File: src/assert_macros.svh
// Assertion macros shared by the receiver modules.
`ifndef ASSERT_MACROS_SVH
`define ASSERT_MACROS_SVH

`ifndef NO_ASSERTIONS

// Same-cycle implication, checked at every rising clock edge outside reset.
`define ASSERT_IMPLIES(label, clk, rst_n, ante, cons) \
    label: assert property (@(posedge clk) disable iff (!rst_n) (ante) |-> (cons)) \
        else $error("assertion failed: implication");

// Next-cycle implication, checked at every rising clock edge outside reset.
`define ASSERT_NEXT(label, clk, rst_n, ante, cons) \
    label: assert property (@(posedge clk) disable iff (!rst_n) (ante) |=> (cons)) \
        else $error("assertion failed: next-cycle implication");

`else

`define ASSERT_IMPLIES(label, clk, rst_n, ante, cons)
`define ASSERT_NEXT(label, clk, rst_n, ante, cons)

`endif

`endif

File: src/sbusr_pkg.sv
// Types and constants for the serial frame receiver.
`timescale 1ns / 1ps

package sbusr_pkg;

    localparam logic [7:0] SYNC_BYTE    = 8'h0F;
    localparam logic [4:0] FRAME_LEN    = 5'd25;
    localparam logic [4:0] POS_LAST     = 5'd24;
    localparam logic [4:0] STORED_LEN   = 5'd23;
    localparam int         STORED_DEPTH = 23;
    localparam int         FLAG_AT      = 22;
    localparam int         DATA_BYTES   = 22;
    localparam int         DATA_BITS    = DATA_BYTES * 8;
    localparam int         CHAN_BITS    = 11;
    localparam logic [4:0] LAST_CH      = 5'd17;
    localparam logic [4:0] FIRST_DIG_CH = 5'd16;

    localparam int FLAG_DIG0_BIT     = 0;
    localparam int FLAG_DIG1_BIT     = 1;
    localparam int FLAG_LOST_BIT     = 2;
    localparam int FLAG_FAILSAFE_BIT = 3;

    localparam logic [1:0] STATUS_OK       = 2'd0;
    localparam logic [1:0] STATUS_FAILSAFE = 2'd1;
    localparam logic [1:0] STATUS_LOST     = 2'd2;

    localparam logic [1:0] CFG_GAP_TIMEOUT  = 2'd0;
    localparam logic [1:0] CFG_DIGITAL_LOW  = 2'd1;
    localparam logic [1:0] CFG_DIGITAL_HIGH = 2'd2;

    localparam logic [15:0] GAP_TIMEOUT_RESET  = 16'd3500;
    localparam logic [10:0] DIGITAL_LOW_RESET  = 11'd173;
    localparam logic [10:0] DIGITAL_HIGH_RESET = 11'd1812;

    // Completed frame handed from the framer to the channel emitter.
    typedef struct packed {
        logic [DATA_BITS-1:0] data;
        logic [1:0]           digital;
        logic [1:0]           status;
        logic [31:0]          start_us;
    } frame_snap_t;

endpackage

File: src/sbusr_framer.sv
// Byte framer: input register, gap detection, byte position and frame buffer.
`timescale 1ns / 1ps
`include "assert_macros.svh"

module sbusr_framer
    import sbusr_pkg::*;
(
    input  logic        clk,
    input  logic        rst_n,
    input  logic        in_valid,
    output logic        in_stall,
    input  logic [7:0]  rx_byte,
    input  logic [31:0] now_us,
    input  logic [15:0] gap_timeout_us,
    input  logic        emit_busy,
    output logic        snap_load,
    output frame_snap_t snap
);

    logic        in_valid_reg;
    logic [7:0]  in_byte_reg;
    logic [31:0] in_now_reg;
    logic [4:0]  pos_reg;
    logic [4:0]  pos_next;
    logic [31:0] start_reg;
    logic [31:0] start_next;
    logic [7:0]  frame_mem [0:STORED_DEPTH-1];

    logic [31:0] diff;
    logic        gap_hit;
    logic [4:0]  pos_eff;
    logic        proc_block;
    logic        proc_fire;
    logic        wr_en;
    logic [4:0]  wr_addr;
    logic [7:0]  flags;
    logic [1:0]  status;

    // Hold the transaction in the input register while a frame completion
    // would collide with results still draining.
    assign proc_block = emit_busy && (pos_reg == POS_LAST);
    assign in_stall   = in_valid_reg && proc_block;
    assign proc_fire  = in_valid_reg && !proc_block;

    always_comb
    begin
        diff    = in_now_reg - start_reg;
        gap_hit = !diff[31] && (diff > {16'd0, gap_timeout_us});
        pos_eff = gap_hit ? 5'd0 : pos_reg;

        pos_next   = pos_reg;
        start_next = start_reg;
        wr_en      = 1'b0;
        wr_addr    = pos_eff - 5'd1;
        snap_load  = 1'b0;

        if (proc_fire)
        begin
            pos_next = pos_eff;
            priority if (pos_eff == 5'd0 && in_byte_reg != SYNC_BYTE)
            begin
                // drop: no frame in progress
            end
            else if (pos_eff < FRAME_LEN)
            begin
                if (pos_eff == 5'd0)
                begin
                    start_next = in_now_reg;
                end
                pos_next  = pos_eff + 5'd1;
                wr_en     = (pos_eff >= 5'd1) && (pos_eff <= STORED_LEN);
                snap_load = (pos_eff == POS_LAST);
            end
            else
            begin
                // frame complete: ignore bytes until the next gap
            end
        end
    end

    always_comb
    begin
        for (int i = 0; i < DATA_BYTES; i++)
        begin
            snap.data[i*8 +: 8] = frame_mem[i];
        end
        flags = frame_mem[FLAG_AT];
        priority if (flags[FLAG_FAILSAFE_BIT])
        begin
            status = STATUS_FAILSAFE;
        end
        else if (flags[FLAG_LOST_BIT])
        begin
            status = STATUS_LOST;
        end
        else
        begin
            status = STATUS_OK;
        end
        snap.digital  = {flags[FLAG_DIG1_BIT], flags[FLAG_DIG0_BIT]};
        snap.status   = status;
        snap.start_us = (status == STATUS_OK) ? start_reg : 32'd0;
    end

    always_ff @(posedge clk or negedge rst_n)
    begin
        if (!rst_n)
        begin
            in_valid_reg <= 1'b0;
            pos_reg      <= 5'd0;
            start_reg    <= 32'd0;
        end
        else
        begin
            if (!in_stall)
            begin
                in_valid_reg <= in_valid;
            end
            pos_reg   <= pos_next;
            start_reg <= start_next;
        end
    end

    always_ff @(posedge clk)
    begin
        if (!in_stall && in_valid)
        begin
            in_byte_reg <= rx_byte;
            in_now_reg  <= now_us;
        end
        if (wr_en)
        begin
            frame_mem[wr_addr] <= in_byte_reg;
        end
    end

    `ASSERT_IMPLIES(a_pos_range, clk, rst_n, 1'b1, pos_reg <= FRAME_LEN)
    `ASSERT_IMPLIES(a_load_when_idle, clk, rst_n, snap_load, !emit_busy)
    `ASSERT_NEXT(a_load_ends_frame, clk, rst_n, snap_load, pos_reg == FRAME_LEN)

endmodule

File: src/sbusr_emitter.sv
// Channel emitter: frame snapshot, channel counter and output register.
`timescale 1ns / 1ps
`include "assert_macros.svh"

module sbusr_emitter
    import sbusr_pkg::*;
(
    input  logic        clk,
    input  logic        rst_n,
    input  logic        snap_load,
    input  frame_snap_t snap,
    input  logic [10:0] digital_low_value,
    input  logic [10:0] digital_high_value,
    output logic        emit_busy,
    output logic        out_valid,
    input  logic        out_stall,
    output logic [4:0]  channel_index,
    output logic [10:0] channel_value,
    output logic [1:0]  frame_status,
    output logic [31:0] frame_start_us,
    output logic        last_channel
);

    frame_snap_t snap_reg;
    logic        busy_reg;
    logic        busy_next;
    logic [4:0]  ch_reg;
    logic [4:0]  ch_next;
    logic        out_valid_reg;
    logic        out_valid_next;
    logic [4:0]  index_reg;
    logic [10:0] value_reg;
    logic [1:0]  status_reg;
    logic [31:0] start_reg;
    logic        last_reg;

    logic        out_free;
    logic        emit;
    logic [7:0]  ch_off;
    logic [10:0] value_next;

    assign out_free = !out_valid_reg || !out_stall;
    assign emit     = busy_reg && out_free;
    assign ch_off   = 8'(ch_reg[3:0]) * 8'(CHAN_BITS);

    always_comb
    begin
        if (ch_reg < FIRST_DIG_CH)
        begin
            value_next = snap_reg.data[ch_off +: CHAN_BITS];
        end
        else
        begin
            value_next = snap_reg.digital[ch_reg[0]] ? digital_high_value
                                                     : digital_low_value;
        end

        busy_next      = busy_reg;
        ch_next        = ch_reg;
        out_valid_next = out_valid_reg;
        if (out_free)
        begin
            out_valid_next = emit;
        end
        if (emit)
        begin
            ch_next = ch_reg + 5'd1;
            if (ch_reg == LAST_CH)
            begin
                busy_next = 1'b0;
            end
        end
        if (snap_load)
        begin
            busy_next = 1'b1;
            ch_next   = 5'd0;
        end
    end

    always_ff @(posedge clk or negedge rst_n)
    begin
        if (!rst_n)
        begin
            busy_reg      <= 1'b0;
            ch_reg        <= 5'd0;
            out_valid_reg <= 1'b0;
        end
        else
        begin
            busy_reg      <= busy_next;
            ch_reg        <= ch_next;
            out_valid_reg <= out_valid_next;
        end
    end

    always_ff @(posedge clk)
    begin
        if (snap_load)
        begin
            snap_reg <= snap;
        end
        if (emit)
        begin
            index_reg  <= ch_reg;
            value_reg  <= value_next;
            status_reg <= snap_reg.status;
            start_reg  <= snap_reg.start_us;
            last_reg   <= (ch_reg == LAST_CH);
        end
    end

    assign emit_busy      = busy_reg;
    assign out_valid      = out_valid_reg;
    assign channel_index  = index_reg;
    assign channel_value  = value_reg;
    assign frame_status   = status_reg;
    assign frame_start_us = start_reg;
    assign last_channel   = last_reg;

    `ASSERT_IMPLIES(a_ch_range, clk, rst_n, busy_reg, ch_reg <= LAST_CH)
    `ASSERT_IMPLIES(a_last_is_ch17, clk, rst_n, out_valid_reg && last_reg, index_reg == LAST_CH)
    `ASSERT_NEXT(a_drain_ends, clk, rst_n, emit && ch_reg == LAST_CH && !snap_load, !busy_reg)

endmodule

File: src/sbus_frame_receiver_core.sv
// Top level of the serial frame receiver: configuration registers and datapath.
`timescale 1ns / 1ps

// Receives one serial byte with its microsecond timestamp per transaction and
// takes one byte every clock cycle that the input is not stalled. The 25th
// byte of a frame loads a snapshot into the channel emitter, which delivers
// 18 channel results, one per cycle that the output is not stalled, through
// its snapshot register and output register. The input stalls only when a
// byte held at the last frame position is waiting while the previous frame's
// results are still draining; the emitter's single frame snapshot sets that
// limit. Configuration writes are always taken (cfg_ready is tied high);
// indexes past the register list are ignored.
module sbus_frame_receiver_core
    import sbusr_pkg::*;
(
    input  logic        clk,
    input  logic        rst_n,
    input  logic        in_valid,
    output logic        in_stall,
    input  logic [7:0]  rx_byte,
    input  logic [31:0] now_us,
    output logic        out_valid,
    input  logic        out_stall,
    output logic [4:0]  channel_index,
    output logic [10:0] channel_value,
    output logic [1:0]  frame_status,
    output logic [31:0] frame_start_us,
    output logic        last_channel,
    input  logic        cfg_valid,
    output logic        cfg_ready,
    input  logic [1:0]  cfg_index,
    input  logic [15:0] cfg_data
);

    logic [15:0] gap_timeout_reg;
    logic [10:0] dig_low_reg;
    logic [10:0] dig_high_reg;
    logic        emit_busy;
    logic        snap_load;
    frame_snap_t snap;

    assign cfg_ready = 1'b1;

    always_ff @(posedge clk or negedge rst_n)
    begin
        if (!rst_n)
        begin
            gap_timeout_reg <= GAP_TIMEOUT_RESET;
            dig_low_reg     <= DIGITAL_LOW_RESET;
            dig_high_reg    <= DIGITAL_HIGH_RESET;
        end
        else if (cfg_valid && cfg_ready)
        begin
            unique case (cfg_index)
                CFG_GAP_TIMEOUT:  gap_timeout_reg <= cfg_data;
                CFG_DIGITAL_LOW:  dig_low_reg     <= cfg_data[10:0];
                CFG_DIGITAL_HIGH: dig_high_reg    <= cfg_data[10:0];
                default:
                begin
                    // drop writes past the register list
                end
            endcase
        end
    end

    sbusr_framer u_framer (
        .clk            (clk),
        .rst_n          (rst_n),
        .in_valid       (in_valid),
        .in_stall       (in_stall),
        .rx_byte        (rx_byte),
        .now_us         (now_us),
        .gap_timeout_us (gap_timeout_reg),
        .emit_busy      (emit_busy),
        .snap_load      (snap_load),
        .snap           (snap)
    );

    sbusr_emitter u_emitter (
        .clk                (clk),
        .rst_n              (rst_n),
        .snap_load          (snap_load),
        .snap               (snap),
        .digital_low_value  (dig_low_reg),
        .digital_high_value (dig_high_reg),
        .emit_busy          (emit_busy),
        .out_valid          (out_valid),
        .out_stall          (out_stall),
        .channel_index      (channel_index),
        .channel_value      (channel_value),
        .frame_status       (frame_status),
        .frame_start_us     (frame_start_us),
        .last_channel       (last_channel)
    );

endmodule

File: config.mk
export PLATFORM = sky130hd
export DESIGN_NAME = sbus_frame_receiver_core
export DESIGN_NICKNAME = d
export VERILOG_FILES = /design/src/sbusr_pkg.sv /design/src/sbusr_framer.sv /design/src/sbusr_emitter.sv /design/src/sbus_frame_receiver_core.sv
export VERILOG_INCLUDE_DIRS = /design/src /design/src/src
export SDC_FILE = /design/constraint.sdc
export NUM_CORES = 1
export LEC_CHECK = 0
export BUFFER_PORTS_ARGS = -buffer_cell sky130_fd_sc_hd__buf_2
export CAP_MARGIN = 10
export CORE_MARGIN = 4
export CORE_UTILIZATION = 45
export DETAILED_ROUTE_END_ITERATION = 10
export SKIP_CTS_REPAIR_TIMING = 1
export SYNTH_ARGS = -nofsm -noshare
export SYNTH_HDL_FRONTEND = slang
export SYNTH_SLANG_ARGS = --single-unit
File: constraint.sdc
create_clock -name clk -period 38.5 [get_ports clk]
set_input_delay 1.925 -clock clk [delete_from_list [all_inputs] [get_ports clk]]
set_output_delay 1.925 -clock clk [all_outputs]
set_load 0.01 [all_outputs]
==> results of run 1 <==
how the worst max path moves through the flow:
stage	start	endpoint	cells after the start
after floorplan	u_framer.in_now_reg[4]$_DFFE_PP_	u_emitter.snap_reg[0]$_SDFFCE_PP0N_	28
after global placement	u_framer.in_now_reg[4]$_DFFE_PP_	u_emitter.snap_reg[42]$_DFFE_PN_	26
after detailed placement	u_framer.in_now_reg[4]$_DFFE_PP_	u_emitter.snap_reg[42]$_DFFE_PN_	26
after CTS	u_framer.in_now_reg[4]$_DFFE_PP_	u_emitter.snap_reg[99]$_DFFE_PN_	26
after global routing	u_framer.in_now_reg[4]$_DFFE_PP_	u_emitter.snap_reg[77]$_DFFE_PN_	26
final	u_framer.start_reg[4]$_DFFE_PN0P_	u_emitter.snap_reg[58]$_DFFE_PN_	27
worst max-delay path: cells and delay by family (launching register included):
kind	cells	cell delay [ns]
AND/OR/NAND/NOR	14	3.82
AO/OA/AOI/OAI	6	1.57
buffers and inverters	3	1.14
adder cells (fa/ha/maj)	3	0.99
flip-flops	1	0.34
XOR/XNOR	1	0.10
layout make-up:
class                      instances  area, µm²
inverter                          64        240
tap                              672        841
clock buffer                      77       1580
multi-input combinational        658       5730
timing repair buffer             144        796
clock inverter                    31        307
sequential                       566      16600
fill                            4169      24000
metal layers:
layer	global-route usage	part of all wire
met2	0.293	0.48
met3	0.0333	0.053
met5	0	0
met4	0.0431	0.018
met1	0.261	0.45
cells in the final DEF, fill, tap and decap left out, types with 16 or more instances in the layout:
cell type	instances
nor3_1	50
dfrtp_1	64
mux4_2	55
buf_2	114
dfstp_2	17
nand2_1	66
nor3_2	16
edfxtp_1	483
a21oi_1	55
ha_1	55
o21ai_0	52
xnor2_1	18
mux2_4	29
clkbuf_16	57
buf_4	30
nand4_1	17
mux2_2	28
inv_1	63
nor2_1	45
logic make-up after synthesis:
group                      after synthesis  share of synthesized area
muxes                                  127                     0.0939
buffers and inverters                  118                     0.0232
AOI/OAI and AO/OA                      187                     0.0544
other                                    1                   0.000165
DFF                                    566                      0.729
adders and majority gates               56                     0.0311
and+or+nand+nor                        260                     0.0581
xor gates and xnor gates                27                     0.0104
where the power goes:
part	internal, mW	total [mW]	switching (mW)
clock	0.310	0.543	0.232
sequential	0.698	0.718	0.0192
combinational	0.160	0.395	0.235
total	1.17	1.66	0.487
per-stage QoR:
stage / setup WS, ns / hold slack (ns) / std cells / util / cell area [µm²]
2_1_floorplan: 26.32 / 0.400 / 1342 / - / 22800
3_3_place_gp: 30.24 / 0.400 / 2104 / 0.484 / 24200
3_5_place_dp: 30.03 / 0.405 / 2104 / 0.484 / 24200
4_1_cts: 30.00 / 0.403 / 2212 / 0.521 / 26100
5_1_grt: 29.29 / 0.403 / 2212 / 0.521 / 26100
6_report: 30.08 / 0.395 / 2212 / 0.521 / 26100
==> results.tsv, run 1 <==
stage	metric	value	unit
outcome	status	finished, final reports clean	
hold_path	hold_class	flop to flop	
yosys	synth.most_common_cell	edfxtp_1	
floorplanning	io-pin-count	117	
global_route	grt_pass1_vias	11942	
sta	finalSetupViolations	0	
sta	fmax	0.119	GHz
detailed_routing	antenna_left	0	
job	maxCapViolations	0	
cells_and_area	n_antenna_cell	0	
cells_and_area	drive_gt1_frac	0.266	
hold_path	hold_path.startpoint	u_framer.frame_mem[20][7]$_DFFE_PP_	
setup_path	r2r-end	u_emitter.snap_reg[58]$_DFFE_PN_	
setup_path	r2r_slack	30.08	ns
yosys	ys.flop_type	edfxtp_1	
yosys	async_reset_ff_frac	0.147	
pwr	power_density	63.4	nW/µm²
global_route	antenna_found_initial	2	
cells_and_area	nets	1610	
clock_network	cts.reportedPaths.clkPinSlew	0.06	ns
detailed_routing	post_drt_wl_per_cell	22.4	µm
sta	hold_violations	0	
floorplanning	die_h	233	µm
sta	rsz0062_at_grt	no	
floorplanning	chipWidth	233	µm
clock_network	cts_tree	done	
sta	worst_slew_pin_slew	1.19	ns
detailed_routing	drc	0	
global_route	grt_first_pass_wirelength	74.0	mm
clock_network	cts.sinks	566	
sta	min_period	8.42	ns
yosys	mappedNetlistArea	22800	µm²
sta	period_share	0.219	
yosys	yosys-top-cells-count	edfxtp_1 (483), dfrtp_1 (66), nand2_1 (66)	
setup_path	slowest_delay	0.99	ns
yosys	synth_area_leaders	edfxtp_1 (64%), dfrtp_1 (7.2%), mux4_2 (5.4%)	
yosys	yosysUniqueCellTypes	76	
setup_path	r2r-start	u_framer.start_reg[4]$_DFFE_PN0P_	
yosys	synth-seq-cells	566	
setup_path	crit_type	flop to flop	
setup_path	required	38.74	ns
clock_network	insertion_delay	0.64	ns
setup_path	arrival	8.67	ns
pwr	leakage	9.26	nW
hold_path	hold_depth	0	
pwr	power	1.66	mW
clock_network	h-tree-depth	2	
hold_path	worstHoldEndpoint	u_emitter.snap_reg[203]$_DFFE_PN_	
yosys	synth_area_per_cell	17.0	µm²
detailed_routing	first_iter_violations	1024	
setup_path	cp-end-kind	flop	
global_route	grt_usage	0.182	
pwr	ir_worst_vdd	0.0405	mV
sta	slew_headroom	0.210	
sta	maxSlewViolCount	0	
yosys	synth_top_area_frac	0.637	
global_route	grt_max_degree	84	
yosys	yosysTopAreaCell	edfxtp_1	
placement	port_buffers	115	
yosys	yosysWarnings	0	
setup_path	cp_slowest_cell	and4b_4	
clock_network	clockRootBuffer	clkbuf_16	
setup_path	start_kind	flop	
yosys	yosysSeqAreaShare	0.729	
clock_network	clk_path_buf_depth	3	
placement	gp_congestion	0.815	
floorplanning	rows	82	
yosys	synthesis.nets	1461	
setup_path	r2r_cells	27	
global_route	grt_overflow	0	
clock_network	numCtsBuffers	57	
detailed_routing	vias	11808	
placement	hpwl	31.7	mm
sta	fin_worst_skew	0.0392	ns
yosys	synthCells	1342	
detailed_routing	wl	49.5	mm
yosys	synth_edf_count	483	
detailed_routing	via_per_inst	5.34	
floorplanning	core	50100	µm²
floorplanning	start_util	0.455	
floorplanning	dieArea	54300	µm²
detailed_routing	drt_first_pass_iters	5	
cells_and_area	syn_to_final_growth	14.6	%
setup_path	crit_path_max_fanout	83	
sta	final.setup.tns	0	ns
cells_and_area	largest_register_ffs	212	
No activity file was read; power rests on OpenSTA's default activity.
==> run 2, diff against run 1 <==
==> constraint.sdc (replaced) <==
create_clock -name clk -period 8.6 [get_ports clk]
set_input_delay 0.43 -clock clk [delete_from_list [all_inputs] [get_ports clk]]
set_output_delay 0.43 -clock clk [all_outputs]
set_load 0.01 [all_outputs]
==> results.tsv, run 2 (synthesis results as in run 1) <==
stage	metric	value	unit
outcome	status	finished, final reports clean	
setup_path	crit_start	u_framer.in_now_reg[4]$_DFFE_PP_	
floorplanning	die_h	233	µm
pwr	comb_power_share	0.235	
clock_network	insertion_delay	0.62	ns
detailed_routing	first_iter_violations	1233	
cells_and_area	syn_to_final_growth	16.6	%
global_route	grt_first_pass_wirelength	75.2	mm
floorplanning	start_util	0.455	
cells_and_area	final_cell_mix	edfxtp_1 (483), buf_2 (114), nand2_1 (66)	
hold_path	hold_path.startpoint	now_us[10]	
pwr	clkPwrFrac	0.336	
setup_path	crit_path_max_fanout	23	
setup_path	r2r_slack	0.83	ns
cells_and_area	drive_gt1_frac	0.256	
pwr	power_density	282	nW/µm²
clock_network	clockRootBuffer	clkbuf_16	
clock_network	cts.sinks	566	
floorplanning	chipWidth	233	µm
detailed_routing	vias	12203	
sta	final.setup.tns	0	ns
cells_and_area	stdcell_count	2261	
setup_path	cp-end-kind	flop	
placement	dp_cells	2119	
global_route	grt_overflow	0	
setup_path	crit_type	flop to flop	
placement	hpwl	32.1	mm
sta	slew_headroom	0.253	
sta	finalSetupViolations	0	
hold_path	hold_depth	1	
global_route	grt_max_degree	68	
detailed_routing	drt_first_pass_iters	5	
placement	gp_congestion	0.887	
clock_network	h-tree-depth	2	
clock_network	numCtsBuffers	58	
placement	port_buffers	115	
clock_network	cts.reportedPaths.clkPinSlew	0.06	ns
sta	worst_slew_pin_slew	1.11	ns
detailed_routing	antenna_left	0	
global_route	antenna_found_initial	1	
setup_path	start_kind	flop	
clock_network	cts_tree	done	
sta	hold_violations	0	
sta	rsz0062_at_grt	no	
setup_path	r2r-start	u_framer.in_now_reg[4]$_DFFE_PP_	
floorplanning	rows	82	
sta	fmax	0.129	GHz
pwr	p_seq_frac	0.429	
setup_path	required	8.83	ns
detailed_routing	wl	50.6	mm
detailed_routing	post_drt_wl_per_cell	22.4	µm
global_route	grt_usage	0.185	
detailed_routing	via_per_inst	5.40	
pwr	ir_worst_vdd	0.173	mV
pwr	leakage	9.56	nW
hold_path	hold_class	input pin to flop	
pwr	power_switching	2.15	mW
sta	period_share	0.904	
pwr	p_int	5.33	mW
cells_and_area	largest_register_ffs	212	
job	maxCapViolations	0	
floorplanning	core	50100	µm²
sta	maxSlewViolCount	0	
floorplanning	dieArea	54300	µm²
sta	min_period	7.77	ns
floorplanning	io-pin-count	117	
sta	holdWs	0.00652	ns
cells_and_area	nets	1658	
pwr	swShare	0.288	
clock_network	clk_path_buf_depth	3	
setup_path	slowest_delay	0.91	ns
detailed_routing	drc	0	
sta	fin_worst_skew	0.0184	ns
global_route	grt_pass1_vias	12146	
setup_path	cp_slowest_cell	nor3_1	
cells_and_area	mostFrequentLayoutCell	edfxtp_1	
setup_path	arrival	8.00	ns
cells_and_area	n_antenna_cell	0	
setup_path	r2r_cells	27	
-- run 2: changes by cell type in the layout (fill, tap and decap cells not counted), moves of 3 or more --
cell / previous run / this run
bufinv_16: 3 / 6
clkbuf_4: 4 / 0
buf_4: 30 / 41
clkinv_1: 5 / 10
buf_12: 0 / 4
nor3_1: 50 / 64
nor3_2: 16 / 2
dlygate4sd3_1: 0 / 32
-- run 2: critical path, delay by kind of cell (launching register included) --
kind                     cells  cell delay, ns
adder cells (fa/ha/maj)      3            1.01
buffers and inverters        2            0.41
AND/OR/NAND/NOR             14            3.66
XOR/XNOR                     1            0.10
AO/OA/AOI/OAI                7            1.80
flip-flops                   1            0.41
-- run 2: final timing paths --
kind,endpoint
min in group asynchronous,dig_high_reg[3]$_DFFE_PN0P_
hold / removal,u_framer.in_now_reg[10]$_DFFE_PP_
setup / recovery,u_framer.frame_mem[21][6]$_DFFE_PP_
hold reg to reg,u_emitter.snap_reg[190]$_DFFE_PN_
max in group asynchronous,u_emitter.ch_reg[0]$_DFFE_PN0P_
setup reg to reg,u_framer.frame_mem[21][6]$_DFFE_PP_
-- run 2: through the flow --
stage	area, µm²	total power [mW]	util	setup WS (ns)
2_1_floorplan	22800	4.61	-	0.937
3_3_place_gp	24300	4.95	0.485	1.19
3_5_place_dp	24300	4.98	0.485	0.810
4_1_cts	26200	7.52	0.524	0.793
5_1_grt	26600	7.86	0.531	0.0207
6_report	26600	7.49	0.531	0.829
-- run 2: per-layer routing --
layer	part of all wire	up-vias	GRT usage	routed length (µm)
li1	-	5579	-	-
met4	0.023	0	0.0514	1140
met5	0	-	0	0
met3	0.057	78	0.0296	2880
met2	0.48	370	0.303	24500
met1	0.44	6176	0.258	22100
-- run 2: cell type report --
cell class                 count  area [µm²]
timing repair buffer         191        1280
tap                          672         841
multi-input combinational    658        5660
clock buffer                  74        1570
fill                        4071       23500
inverter                      64         240
sequential                   566       16600
clock inverter                36         362
-- run 2: power by group through the flow --
stage	Clock, mW	Combinational (mW)	Sequential (mW)
floorplan	0	1.37	3.24
global placement	0	1.69	3.26
detailed placement	0	1.72	3.26
CTS	2.58	1.73	3.21
global route	2.69	1.94	3.23
finish	2.52	1.76	3.21
==> run 3, diff against run 2 <==
--- a/config.mk
+++ b/config.mk
@@ -10,7 +10,9 @@
 export CAP_MARGIN = 10
 export CORE_MARGIN = 4
 export CORE_UTILIZATION = 45
+export CTS_BUF_LIST = sky130_fd_sc_hd__clkbuf_16
 export DETAILED_ROUTE_END_ITERATION = 10
+export GPL_ROUTABILITY_DRIVEN = 0
 export SKIP_CTS_REPAIR_TIMING = 1
 export SYNTH_ARGS = -nofsm -noshare
 export SYNTH_HDL_FRONTEND = slang
==> results.tsv, run 3 (synthesis results as in run 1) <==
stage	metric	value	unit
job	maxCapViolations	0	
setup_path	cp_slowest_cell	nor3_1	
cells_and_area	nets	1657	
global_route	grt_overflow	0	
clock_network	numCtsBuffers	56	
pwr	p_seq_frac	0.439	
detailed_routing	drt_first_pass_iters	5	
floorplanning	core	50100	µm²
cells_and_area	final_cell_mix	edfxtp_1 (483), buf_2 (115), inv_1 (70)	
cells_and_area	mostFrequentLayoutCell	edfxtp_1	
detailed_routing	post_drt_wl_per_cell	22.5	µm
detailed_routing	antenna_left	0	
clock_network	clk_path_buf_depth	3	
clock_network	cts.sinks	566	
pwr	ir_worst_vdd	0.171	mV
pwr	power_density	277	nW/µm²
detailed_routing	vias	12267	
cells_and_area	syn_to_final_growth	15.9	%
sta	hold_violations	0	
clock_network	cts.reportedPaths.clkPinSlew	0.06	ns
setup_path	cp-end-kind	flop	
floorplanning	die_h	233	µm
sta	maxSlewViolCount	0	
clock_network	insertion_delay	0.63	ns
clock_network	h-tree-depth	2	
floorplanning	rows	82	
sta	slew_headroom	0.275	
global_route	antenna_found_initial	3	
clock_network	clockRootBuffer	clkbuf_16	
setup_path	r2r-start	u_framer.in_now_reg[4]$_DFFE_PP_	
placement	port_buffers	115	
sta	min_period	7.78	ns
pwr	p_int	5.15	mW
detailed_routing	wl	50.7	mm
pwr	power_switching	2.16	mW
sta	rsz0062_at_grt	no	
detailed_routing	first_iter_violations	1030	
sta	period_share	0.905	
pwr	clkPwrFrac	0.320	
pwr	swShare	0.295	
cells_and_area	n_antenna_cell	0	
setup_path	crit_path_max_fanout	23	
hold_path	hold_path.startpoint	cfg_data[11]	
cells_and_area	drive_gt1_frac	0.257	
hold_path	hold_depth	3	
detailed_routing	drc	0	
setup_path	start_kind	flop	
setup_path	crit_type	flop to flop	
sta	fin_worst_skew	0.0454	ns
global_route	grt_first_pass_wirelength	75.0	mm
global_route	grt_max_degree	102	
global_route	grt_pass1_vias	12066	
clock_network	cts_tree	done	
sta	fmax	0.129	GHz
pwr	comb_power_share	0.241	
sta	finalSetupViolations	0	
floorplanning	dieArea	54300	µm²
setup_path	required	8.80	ns
outcome	status	finished, final reports clean	
detailed_routing	via_per_inst	5.44	
setup_path	r2r_slack	0.82	ns
setup_path	slowest_delay	0.89	ns
hold_path	worstHoldEndpoint	gap_timeout_reg[11]$_DFFE_PN1P_	
placement	hpwl	32.0	mm
hold_path	hold_class	input pin to flop	
floorplanning	chipWidth	233	µm
setup_path	r2r_cells	27	
setup_path	arrival	7.98	ns
pwr	leakage	9.52	nW
cells_and_area	postLayoutCoreUtil	0.527	
floorplanning	start_util	0.455	
global_route	grt_usage	0.184	
sta	worst_slew_pin_slew	1.08	ns
setup_path	r2r-end	u_framer.frame_mem[9][0]$_DFFE_PP_	
floorplanning	io-pin-count	117	
cells_and_area	largest_register_ffs	212	
sta	final.setup.tns	0	ns
[run 3: cell types whose count changed in the layout (fill, tap and decap cells not counted), moves of 3 or more]
cell / previous run / this run
clkinv_2: 13 / 17
buf_12: 4 / 1
clkbuf_8: 4 / 0
bufinv_16: 6 / 2
clkbuf_1: 11 / 0
inv_1: 63 / 70
inv_2: 0 / 4
[run 3: worst max path at each step]
stage | cells after the start | from | end
global placement | 28 | u_framer.start_reg[4]$_DFFE_PN0P_ | u_framer.frame_mem[9][7]$_DFFE_PP_
global route | 27 | u_framer.in_now_reg[4]$_DFFE_PP_ | u_framer.frame_mem[9][0]$_DFFE_PP_
CTS | 27 | u_framer.in_now_reg[4]$_DFFE_PP_ | u_framer.frame_mem[21][0]$_DFFE_PP_
detailed placement | 27 | u_framer.in_now_reg[4]$_DFFE_PP_ | u_framer.frame_mem[21][1]$_DFFE_PP_
finish | 27 | u_framer.in_now_reg[4]$_DFFE_PP_ | u_framer.frame_mem[9][0]$_DFFE_PP_
floorplan | 28 | u_framer.in_now_reg[4]$_DFFE_PP_ | u_emitter.snap_reg[0]$_SDFFCE_PP0N_
[run 3: metrics by stage]
step | setup slack [ns] | hold slack (ns) | total power [mW] | cell area [µm²] | instances
5_1_grt | 0.211 | 0.00135 | 7.69 | 26400 | 2257
3_3_place_gp | 1.15 | 0.288 | 4.95 | 24300 | 2118
3_5_place_dp | 0.909 | 0.295 | 4.99 | 24300 | 2118
2_1_floorplan | 0.937 | 0.134 | 4.61 | 22800 | 1342
6_report | 0.821 | 0.0246 | 7.31 | 26400 | 2257
4_1_cts | 0.871 | -0.379 | 7.35 | 26100 | 2223
[run 3: worst max-delay path, delay by kind of cell (launching register included)]
family	cells	cell delay, ns
AOI/OAI and AO/OA	7	1.70
xor gates and xnor gates	1	0.11
adders and majority gates	3	1.01
buffers and inverters	2	0.42
DFF	1	0.40
and+or+nand+nor	14	3.72
[run 3: layout make-up]
| class | instances | area (µm²) |
|---|---|---|
| Timing Repair Buffer | 192 | 1250 |
| Clock inverter | 47 | 349 |
| Multi-Input combinational cell | 658 | 5660 |
| Sequential cell | 566 | 16600 |
| Tap cell | 672 | 841 |
| Fill cell | 4118 | 23700 |
| Inverter | 64 | 240 |
| Clock buffer | 58 | 1450 |
[run 3: power by group through the flow]
stage	sequential, mW	clock [mW]	combinational (mW)
after detailed placement	3.26	0	1.72
after floorplan	3.24	0	1.37
final	3.21	2.34	1.76
after global routing	3.23	2.53	1.94
after global placement	3.26	0	1.69
after CTS	3.21	2.41	1.74
[run 3: layer usage]
metal	up-vias	GRT usage	wire length, µm
li1	5566	-	-
met4	0	0.0461	1040
met3	70	0.0317	2900
met1	6254	0.266	22600
met2	377	0.295	24200
met5	-	0	0
